### src/rtl/gdd_pkg.sv
`timescale 1ns / 1ps

package gdd_pkg;

  // Largest year accepted as valid.
  localparam int unsigned MAX_YEAR = 9999;

  localparam int unsigned YEAR_W  = 14;
  localparam int unsigned MONTH_W = 4;
  localparam int unsigned DAY_W   = 5;
  localparam int unsigned COUNT_W = 22;
  localparam int unsigned CAT_W   = 3;
  localparam int unsigned STAT_W  = 2;

  // Day numbers carry one more bit than the count so saturation can be seen.
  localparam int unsigned DN_W = COUNT_W + 1;

  // Quotient of a 14-bit year by 100: (y * 5243) >> 19 is exact below 43699.
  localparam int unsigned RECIP100   = 5243;
  localparam int unsigned RECIP_SH   = 19;
  localparam int unsigned RECIP_W    = 13;
  localparam int unsigned PROD_W     = YEAR_W + RECIP_W;
  localparam int unsigned Q100_W     = 8;

  localparam logic [COUNT_W-1:0] COUNT_MAX = '1;

  localparam logic [CAT_W-1:0] CAT_SAME_DAY   = 3'd0;
  localparam logic [CAT_W-1:0] CAT_ONE_DAY    = 3'd1;
  localparam logic [CAT_W-1:0] CAT_SAME_MONTH = 3'd2;
  localparam logic [CAT_W-1:0] CAT_SAME_YEAR  = 3'd3;
  localparam logic [CAT_W-1:0] CAT_OTHER      = 3'd4;

  localparam logic [STAT_W-1:0] ST_OK      = 2'd0;
  localparam logic [STAT_W-1:0] ST_ORDER   = 2'd1;
  localparam logic [STAT_W-1:0] ST_INVALID = 2'd2;

  typedef struct packed {
    logic [YEAR_W-1:0]  start_year;
    logic [MONTH_W-1:0] start_month;
    logic [DAY_W-1:0]   start_day;
    logic [YEAR_W-1:0]  target_year;
    logic [MONTH_W-1:0] target_month;
    logic [DAY_W-1:0]   target_day;
  } in_t;

  typedef struct packed {
    logic [COUNT_W-1:0] day_count;
    logic [CAT_W-1:0]   category;
    logic [STAT_W-1:0]  status;
  } out_t;

  // Per-query flags handed from the date units to the compare stage.
  typedef struct packed {
    logic ok_start;
    logic ok_target;
    logic same_year;
    logic same_month;
  } cmp_flags_t;

  // Days before the first of the month in a common year.
  function automatic logic [8:0] days_before(input logic [MONTH_W-1:0] m);
    logic [8:0] r;
    case (m)
      4'd1:    r = 9'd0;
      4'd2:    r = 9'd31;
      4'd3:    r = 9'd59;
      4'd4:    r = 9'd90;
      4'd5:    r = 9'd120;
      4'd6:    r = 9'd151;
      4'd7:    r = 9'd181;
      4'd8:    r = 9'd212;
      4'd9:    r = 9'd243;
      4'd10:   r = 9'd273;
      4'd11:   r = 9'd304;
      4'd12:   r = 9'd334;
      default: r = 9'd0;
    endcase
    return r;
  endfunction

  function automatic logic [DAY_W-1:0] month_days(input logic [MONTH_W-1:0] m,
                                                   input logic leap);
    logic [DAY_W-1:0] r;
    case (m)
      4'd1, 4'd3, 4'd5, 4'd7, 4'd8, 4'd10, 4'd12: r = 5'd31;
      4'd4, 4'd6, 4'd9, 4'd11:                    r = 5'd30;
      4'd2:                                       r = leap ? 5'd29 : 5'd28;
      default:                                    r = 5'd0;
    endcase
    return r;
  endfunction

endpackage

### src/rtl/gdd_daynum.sv
`timescale 1ns / 1ps

// Two-stage date unit: year quotients by 100, then validity, leap and day number.
module gdd_daynum (
  input  logic                            clk,
  input  logic [gdd_pkg::YEAR_W-1:0]      year,
  input  logic [gdd_pkg::MONTH_W-1:0]     month,
  input  logic [gdd_pkg::DAY_W-1:0]       day,
  output logic [gdd_pkg::DN_W-1:0]        day_num,
  output logic                            date_ok
);

  logic [gdd_pkg::YEAR_W-1:0]  y_r;
  logic [gdd_pkg::MONTH_W-1:0] m_r;
  logic [gdd_pkg::DAY_W-1:0]   d_r;
  logic [gdd_pkg::Q100_W-1:0]  qy_r, qy_nxt;
  logic [gdd_pkg::Q100_W-1:0]  qp_r, qp_nxt;
  logic [gdd_pkg::DN_W-1:0]    dn_r, dn_nxt;
  logic                        ok_r, ok_nxt;

  logic [gdd_pkg::YEAR_W-1:0]  y_prev;
  logic [gdd_pkg::PROD_W-1:0]  prod_y, prod_p;
  logic [gdd_pkg::YEAR_W-1:0]  p;
  logic [gdd_pkg::YEAR_W:0]    qy_x100;
  logic                        div100, leap;
  logic [gdd_pkg::DAY_W-1:0]   dim;
  logic [gdd_pkg::DN_W-1:0]    cum;

  // Stage A: quotients of y and y-1 by 100.
  always_comb begin
    y_prev = year - gdd_pkg::YEAR_W'(1);
    prod_y = gdd_pkg::PROD_W'(year) * gdd_pkg::PROD_W'(gdd_pkg::RECIP100);
    prod_p = gdd_pkg::PROD_W'(y_prev) * gdd_pkg::PROD_W'(gdd_pkg::RECIP100);
    qy_nxt = prod_y[gdd_pkg::RECIP_SH +: gdd_pkg::Q100_W];
    qp_nxt = prod_p[gdd_pkg::RECIP_SH +: gdd_pkg::Q100_W];
  end

  // Stage B: leap rule, range check, elapsed days since year 1, Jan 1.
  always_comb begin
    p       = y_r - gdd_pkg::YEAR_W'(1);
    qy_x100 = (gdd_pkg::YEAR_W+1)'(qy_r) * (gdd_pkg::YEAR_W+1)'(100);
    div100  = ({1'b0, y_r} == qy_x100);
    leap    = (y_r[1:0] == 2'b00) && (!div100 || (qy_r[1:0] == 2'b00));
    dim     = gdd_pkg::month_days(m_r, leap);
    ok_nxt  = (y_r != '0) && (32'(y_r) <= gdd_pkg::MAX_YEAR) &&
              (m_r >= 4'd1) && (m_r <= 4'd12) &&
              (d_r != '0) && (d_r <= dim);
    cum     = gdd_pkg::DN_W'(gdd_pkg::days_before(m_r)) +
              gdd_pkg::DN_W'(leap && (m_r > 4'd2));
    dn_nxt  = gdd_pkg::DN_W'(p) * gdd_pkg::DN_W'(365)
            + gdd_pkg::DN_W'(p >> 2)
            - gdd_pkg::DN_W'(qp_r)
            + gdd_pkg::DN_W'(qp_r >> 2)
            + cum
            + gdd_pkg::DN_W'(d_r) - gdd_pkg::DN_W'(1);
  end

  always_ff @(posedge clk) begin
    y_r  <= year;
    m_r  <= month;
    d_r  <= day;
    qy_r <= qy_nxt;
    qp_r <= qp_nxt;
    dn_r <= dn_nxt;
    ok_r <= ok_nxt;
  end

  assign day_num = dn_r;
  assign date_ok = ok_r;

endmodule

### src/rtl/gdd_compare.sv
`timescale 1ns / 1ps

// Difference, order check, category and the result register.
module gdd_compare (
  input  logic                         clk,
  input  logic                         rst_n,
  input  logic                         in_valid,
  input  logic [gdd_pkg::DN_W-1:0]     dn_start,
  input  logic [gdd_pkg::DN_W-1:0]     dn_target,
  input  gdd_pkg::cmp_flags_t          flags,
  output logic                         res_valid,
  output gdd_pkg::out_t                res_data
);

  logic          valid_r;
  gdd_pkg::out_t data_r, data_nxt;
  logic [gdd_pkg::DN_W-1:0] diff;

  always_comb begin
    diff     = dn_target - dn_start;
    data_nxt = '0;
    if (!flags.ok_start || !flags.ok_target) begin
      data_nxt.status = gdd_pkg::ST_INVALID;
    end else if (dn_target < dn_start) begin
      data_nxt.status = gdd_pkg::ST_ORDER;
    end else begin
      data_nxt.status = gdd_pkg::ST_OK;
      if (diff > gdd_pkg::DN_W'(gdd_pkg::COUNT_MAX)) begin
        data_nxt.day_count = gdd_pkg::COUNT_MAX;
      end else begin
        data_nxt.day_count = diff[gdd_pkg::COUNT_W-1:0];
      end
      if (diff == '0) begin
        data_nxt.category = gdd_pkg::CAT_SAME_DAY;
      end else if (diff == gdd_pkg::DN_W'(1)) begin
        data_nxt.category = gdd_pkg::CAT_ONE_DAY;
      end else if (flags.same_month) begin
        data_nxt.category = gdd_pkg::CAT_SAME_MONTH;
      end else if (flags.same_year) begin
        data_nxt.category = gdd_pkg::CAT_SAME_YEAR;
      end else begin
        data_nxt.category = gdd_pkg::CAT_OTHER;
      end
    end
  end

  always_ff @(posedge clk) begin
    if (!rst_n) begin
      valid_r <= 1'b0;
    end else begin
      valid_r <= in_valid;
    end
    data_r <= data_nxt;
  end

  assign res_valid = valid_r;
  assign res_data  = data_r;

endmodule

### src/rtl/gregorian_date_difference.sv
`timescale 1ns / 1ps

// Days between two Gregorian dates. A query is taken at every rising edge with
// start high; busy is always low, so one query can be issued every cycle. Each
// query gives exactly one result, shown on out_data for a single cycle with
// out_valid high. The strobe rises once the query has passed the input
// register, which loads at the edge that takes it, the two date-unit stages
// and the result register. The result is captured at the edge after the strobe
// rises. The receiver cannot stall: a result not captured in its cycle is gone.
// Results come out in query order. Status 2 flags an out-of-range field in
// either date, status 1 a target before the start; both return a count and
// category of zero.
module gregorian_date_difference (
  input  logic          clk,
  input  logic          rst_n,
  input  logic          start,
  output logic          busy,
  input  gdd_pkg::in_t  in_data,
  output logic          out_valid,
  output gdd_pkg::out_t out_data
);

  // Input register: capture each query transfer.
  gdd_pkg::in_t in_r;
  logic         v0_r, v1_r, v2_r;
  logic         same_y_r, same_ym_r, same_y2_r, same_ym2_r;
  logic         same_y_nxt, same_ym_nxt;

  logic [gdd_pkg::DN_W-1:0] dn_start, dn_target;
  logic                     ok_start, ok_target;
  gdd_pkg::cmp_flags_t      flags;

  // Every stage advances each cycle; nothing ever holds a query off.
  assign busy = 1'b0;

  always_comb begin
    same_y_nxt  = (in_r.start_year == in_r.target_year);
    same_ym_nxt = same_y_nxt && (in_r.start_month == in_r.target_month);
  end

  always_ff @(posedge clk) begin
    if (!rst_n) begin
      v0_r <= 1'b0;
      v1_r <= 1'b0;
      v2_r <= 1'b0;
    end else begin
      v0_r <= start && !busy;
      v1_r <= v0_r;
      v2_r <= v1_r;
    end
    in_r       <= in_data;
    // Carry the year/month match flags alongside the date units.
    same_y_r   <= same_y_nxt;
    same_ym_r  <= same_ym_nxt;
    same_y2_r  <= same_y_r;
    same_ym2_r <= same_ym_r;
  end

  gdd_daynum u_start (
    .clk     (clk),
    .year    (in_r.start_year),
    .month   (in_r.start_month),
    .day     (in_r.start_day),
    .day_num (dn_start),
    .date_ok (ok_start)
  );

  gdd_daynum u_target (
    .clk     (clk),
    .year    (in_r.target_year),
    .month   (in_r.target_month),
    .day     (in_r.target_day),
    .day_num (dn_target),
    .date_ok (ok_target)
  );

  always_comb begin
    flags.ok_start   = ok_start;
    flags.ok_target  = ok_target;
    flags.same_year  = same_y2_r;
    flags.same_month = same_ym2_r;
  end

  // Subtract, classify and drive the one-cycle result strobe.
  gdd_compare u_cmp (
    .clk       (clk),
    .rst_n     (rst_n),
    .in_valid  (v2_r),
    .dn_start  (dn_start),
    .dn_target (dn_target),
    .flags     (flags),
    .res_valid (out_valid),
    .res_data  (out_data)
  );

endmodule

### config.mk
export PLATFORM = sky130hd
export DESIGN_NAME = gregorian_date_difference
export DESIGN_NICKNAME = d
export VERILOG_FILES = /design/src/rtl/gdd_pkg.sv /design/src/rtl/gdd_daynum.sv /design/src/rtl/gdd_compare.sv /design/src/rtl/gregorian_date_difference.sv
export SDC_FILE = /design/constraint.sdc
export NUM_CORES = 2
export LEC_CHECK = 0
export ABC_AREA = 1
export BUFFER_PORTS_ARGS = -buffer_cell sky130_fd_sc_hd__buf_4
export CAP_MARGIN = 40
export CORE_MARGIN = 5
export CORE_UTILIZATION = 25
export DETAILED_ROUTE_END_ITERATION = 12
export GPL_ROUTABILITY_DRIVEN = 0
export PLACE_DENSITY = 0.36
export SLEW_MARGIN = 10
export SYNTH_ARGS = -nofsm -noshare
export SYNTH_HDL_FRONTEND = slang
export SYNTH_SLANG_ARGS = --single-unit
### constraint.sdc
create_clock -name clk -period 16 [get_ports clk]
set_input_delay 0.8 -clock clk [delete_from_list [all_inputs] [get_ports clk]]
set_output_delay 0.8 -clock clk [all_outputs]
set_load 0.01 [all_outputs]
==> flow_metrics.env <==
export IMPL_outcome="finished clean"
export IMPL_nets=5201
export IMPL_hpwl_um=83900
export IMPL_slowest_delay_ns=0.53
export IMPL_numCtsBuffers=36
export IMPL_synth_async_sr_flop_share_pct=0
export IMPL_hold_class="primary input to flop"
export IMPL_cts_tree="done"
export IMPL_cp_required_ns=16.46
export IMPL_synth_edf_count=0
export IMPL_synthCells=3865
export IMPL_vias_per_cell=4.15
export IMPL_fin_worst_skew_ns=0.0283
export IMPL_worstMarginPinSlew_ns=0.845
export IMPL_die_w_um=377
export IMPL_synth_simple_area_share_pct=11.5
export IMPL_antenna_found_initial=3
export IMPL_firstDrtPassIters=5
export IMPL_clk_latency_ns=0.59
export IMPL_drv_cap=0
export IMPL_cp_common_cell="ha_1"
export IMPL_antenna_left=0
export IMPL_syn_nets=5068
export IMPL_cts_resized_gates=0
export IMPL_start_util_pct=25.2
export IMPL_grt_pass1_wl_um=151000
export IMPL_fillCellCount=14500
export IMPL_drv_slew=0
export IMPL_synth_most_common_cell="inv_1"
export IMPL_synth_top_cell_by_area="ha_1"
export IMPL_synthMuxAreaShare_pct=0
export IMPL_relSlewSlack_pct=43.5
export IMPL_drt_iter0_drc=727
export IMPL_yosys_register_bits=225
export IMPL_crit_path_top_delay_cell="fa_1"
export IMPL_synth_compound_area_share_pct=5.94
export IMPL_ys_warnings_count=0
export IMPL_core_area_sq_um=134000
export IMPL_setup_violations=0
export IMPL_min_period_over_period_pct=53.5
export IMPL_arrival_ns=9.02
export IMPL_clk_pin_slew_ns=0.08
export IMPL_ctsHoldBuffers=0
export IMPL_grt_remaining_overflow=0
export IMPL_yosysUniqueCellTypes=48
export IMPL_cts_root_buf="clkbuf_16"
export IMPL_ys_seq_area_share_pct=13.4
export IMPL_grt_max_degree=19
export IMPL_critical_path_class="flop to flop"
export IMPL_fin_crit_ns=8.56
export IMPL_die_area_sq_um=142000
export IMPL_synth_top_family_by_area="adder cells"
export IMPL_max_freq_ghz=0.117
export IMPL_crit_path_start_kind="flop"
export IMPL_reg2reg_slack_ns=7.44
export IMPL_syn_area_sq_um=33600
export IMPL_rows=134
export IMPL_grtUsageTotal_pct=13.7
export IMPL_synth_fa_ha_area_share_pct=52.7
export IMPL_wire_per_inst_um=16.4
export IMPL_cts_setup_buffers=0
export IMPL_grt_pass1_vias=26100
export IMPL_worstPathMaxFanout=6
export IMPL_die_y_um=377
export IMPL_synthTopCellsByArea="ha_1 (27%), fa_1 (26%), dfxtp_1 (13%)"
export IMPL_wl_um=94700
export IMPL_ys_top_cells_by_count="inv_1 (1,033), ha_1 (717), nand2_1 (488)"
export IMPL_clock_path_buffers=3
export IMPL_drc=0
export IMPL_numPortBuffers=76
export IMPL_drive_gt1_share_pct=4.82
export IMPL_whs_ns=0.303
export IMPL_via_count=24000
export IMPL_hold_viol=0
export IMPL_critPathCaptureType="flop"
export IMPL_fin_tns_setup_ns=0
export IMPL_rsz0062_at_grt="no"
export IMPL_synth_xor_area_share_pct=4.84
export IMPL_io_pin_count=78
export IMPL_syn2layout_area_growth_pct=12.4
export IMPL_synthFlopType="dfxtp_1"
export IMPL_synth_avg_cell_area_sq_um=8.71
export IMPL_synth_top_area_share_pct=26.7
export IMPL_cts_sinks=225
export IMPL_htreeDepth=2
-- placed cells by master (no fill, tap or decap), types with 6 or more instances in the layout --
master and instances:
dfxtp_1 225, nor4_1 14, buf_4 100, nand2_1 488, nor2_1 161, a21o_1 17, a31oi_1 19, clkinvlp_4 8
o211ai_1 12, nand3b_1 13, nand3_1 119, nand4_1 40, or2_2 8, clkbuf_16 36, xnor2_1 39, inv_6 6
nand2_2 8, fa_1 437, a21oi_1 167, xor2_1 147, o21ai_0 96, inv_1 1033, nor3_1 36, ha_1 717
o21bai_1 16
-- final cells by class --
type | instances | area, sq um | share of cell area (%)
timing repair buffer | 100 | 751 | 1.99
inverter | 1035 | 3890 | 10.3
sequential | 225 | 4500 | 11.9
clock inverter | 22 | 258 | 0.682
antenna | 1 | 2.50 | 0.00662
multi-input combinational | 2600 | 25200 | 66.7
clock buffer | 43 | 967 | 2.56
tap | 1768 | 2210 | 5.85
-- kinds of logic (layout without fill, tap and decap cells) --
| logic type | after synthesis | count (layout) |
|---|---|---|
| simple gates | 903 | 903 |
| other cells | 1 | 2 |
| compound gates | 356 | 356 |
| xor+xnor | 186 | 186 |
| buf+inv | 1040 | 1200 |
| flops | 225 | 225 |
| fa+ha+maj | 1154 | 1154 |
-- final timing paths --
| kind | cells past startpoint | to | from |
|---|---|---|---|
| setup / recovery | 38 | u_target.day_num[17]$_DFF_P_ | u_target.qy_r[4]$_DFF_P_ |
| hold / removal | 1 | in_r[11]$_DFF_P_ | in_data[11] |
| setup reg to reg | 38 | u_target.day_num[17]$_DFF_P_ | u_target.qy_r[4]$_DFF_P_ |
| hold reg to reg | 0 | u_start.d_r[1]$_DFF_P_ | in_r[24]$_DFF_P_ |
-- per-stage QoR --
step / std cells / worst slack (ns) / area, sq um / util [%]
6_report: 5794 / 7.44 / 37800 / 28.3
5_1_grt: 5793 / 6.78 / 37800 / 28.3
4_1_cts: 5793 / 7.35 / 37800 / 28.3
3_5_place_dp: 5728 / 7.36 / 36600 / 27.4
3_3_place_gp: 5726 / 7.38 / 36600 / 27.4
2_1_floorplan: 3865 / 8.19 / 33600 / -
-- state kept, by name, summed over array words and instances (netlist names), 4 cells and up, named ones only --
name              cells
u_target.d_r          5
u_start.qp_r          8
u_target.qy_r         8
u_target.qp_r         8
u_target.m_r          4
in_r                 46
u_start.m_r           4
u_start.qy_r          8
u_start.d_r           5
u_target.day_num     23
u_start.day_num      23
u_target.y_r         14
u_cmp.res_data       27
u_start.y_r          14
-- critical path, delay by kind of cell (launching register included) --
kind	cells	cell delay (ns)
AND/OR/NAND/NOR	11	1.28
XOR/XNOR	3	0.46
flip-flops	1	0.37
buffers and inverters	6	0.34
adder cells (fa/ha/maj)	13	4.82
AO/OA/AOI/OAI	5	1.17
-- metal layers --
| layer | part of all wire, % | track usage (%) | vias to the layer above |
|---|---|---|---|
| met4 | 1.5 | 2.47 | 0 |
| met3 | 2.9 | 1.63 | 55 |
| met1 | 49 | 19.1 | 11400 |
| met2 | 46 | 23.1 | 266 |
| li1 | - | - | 12300 |
| met5 | 0 | 0 | - |
Power is left out: the tool's default activity adds up to more than one toggle a clock period on the data nets, which glitch-free logic cannot reach.
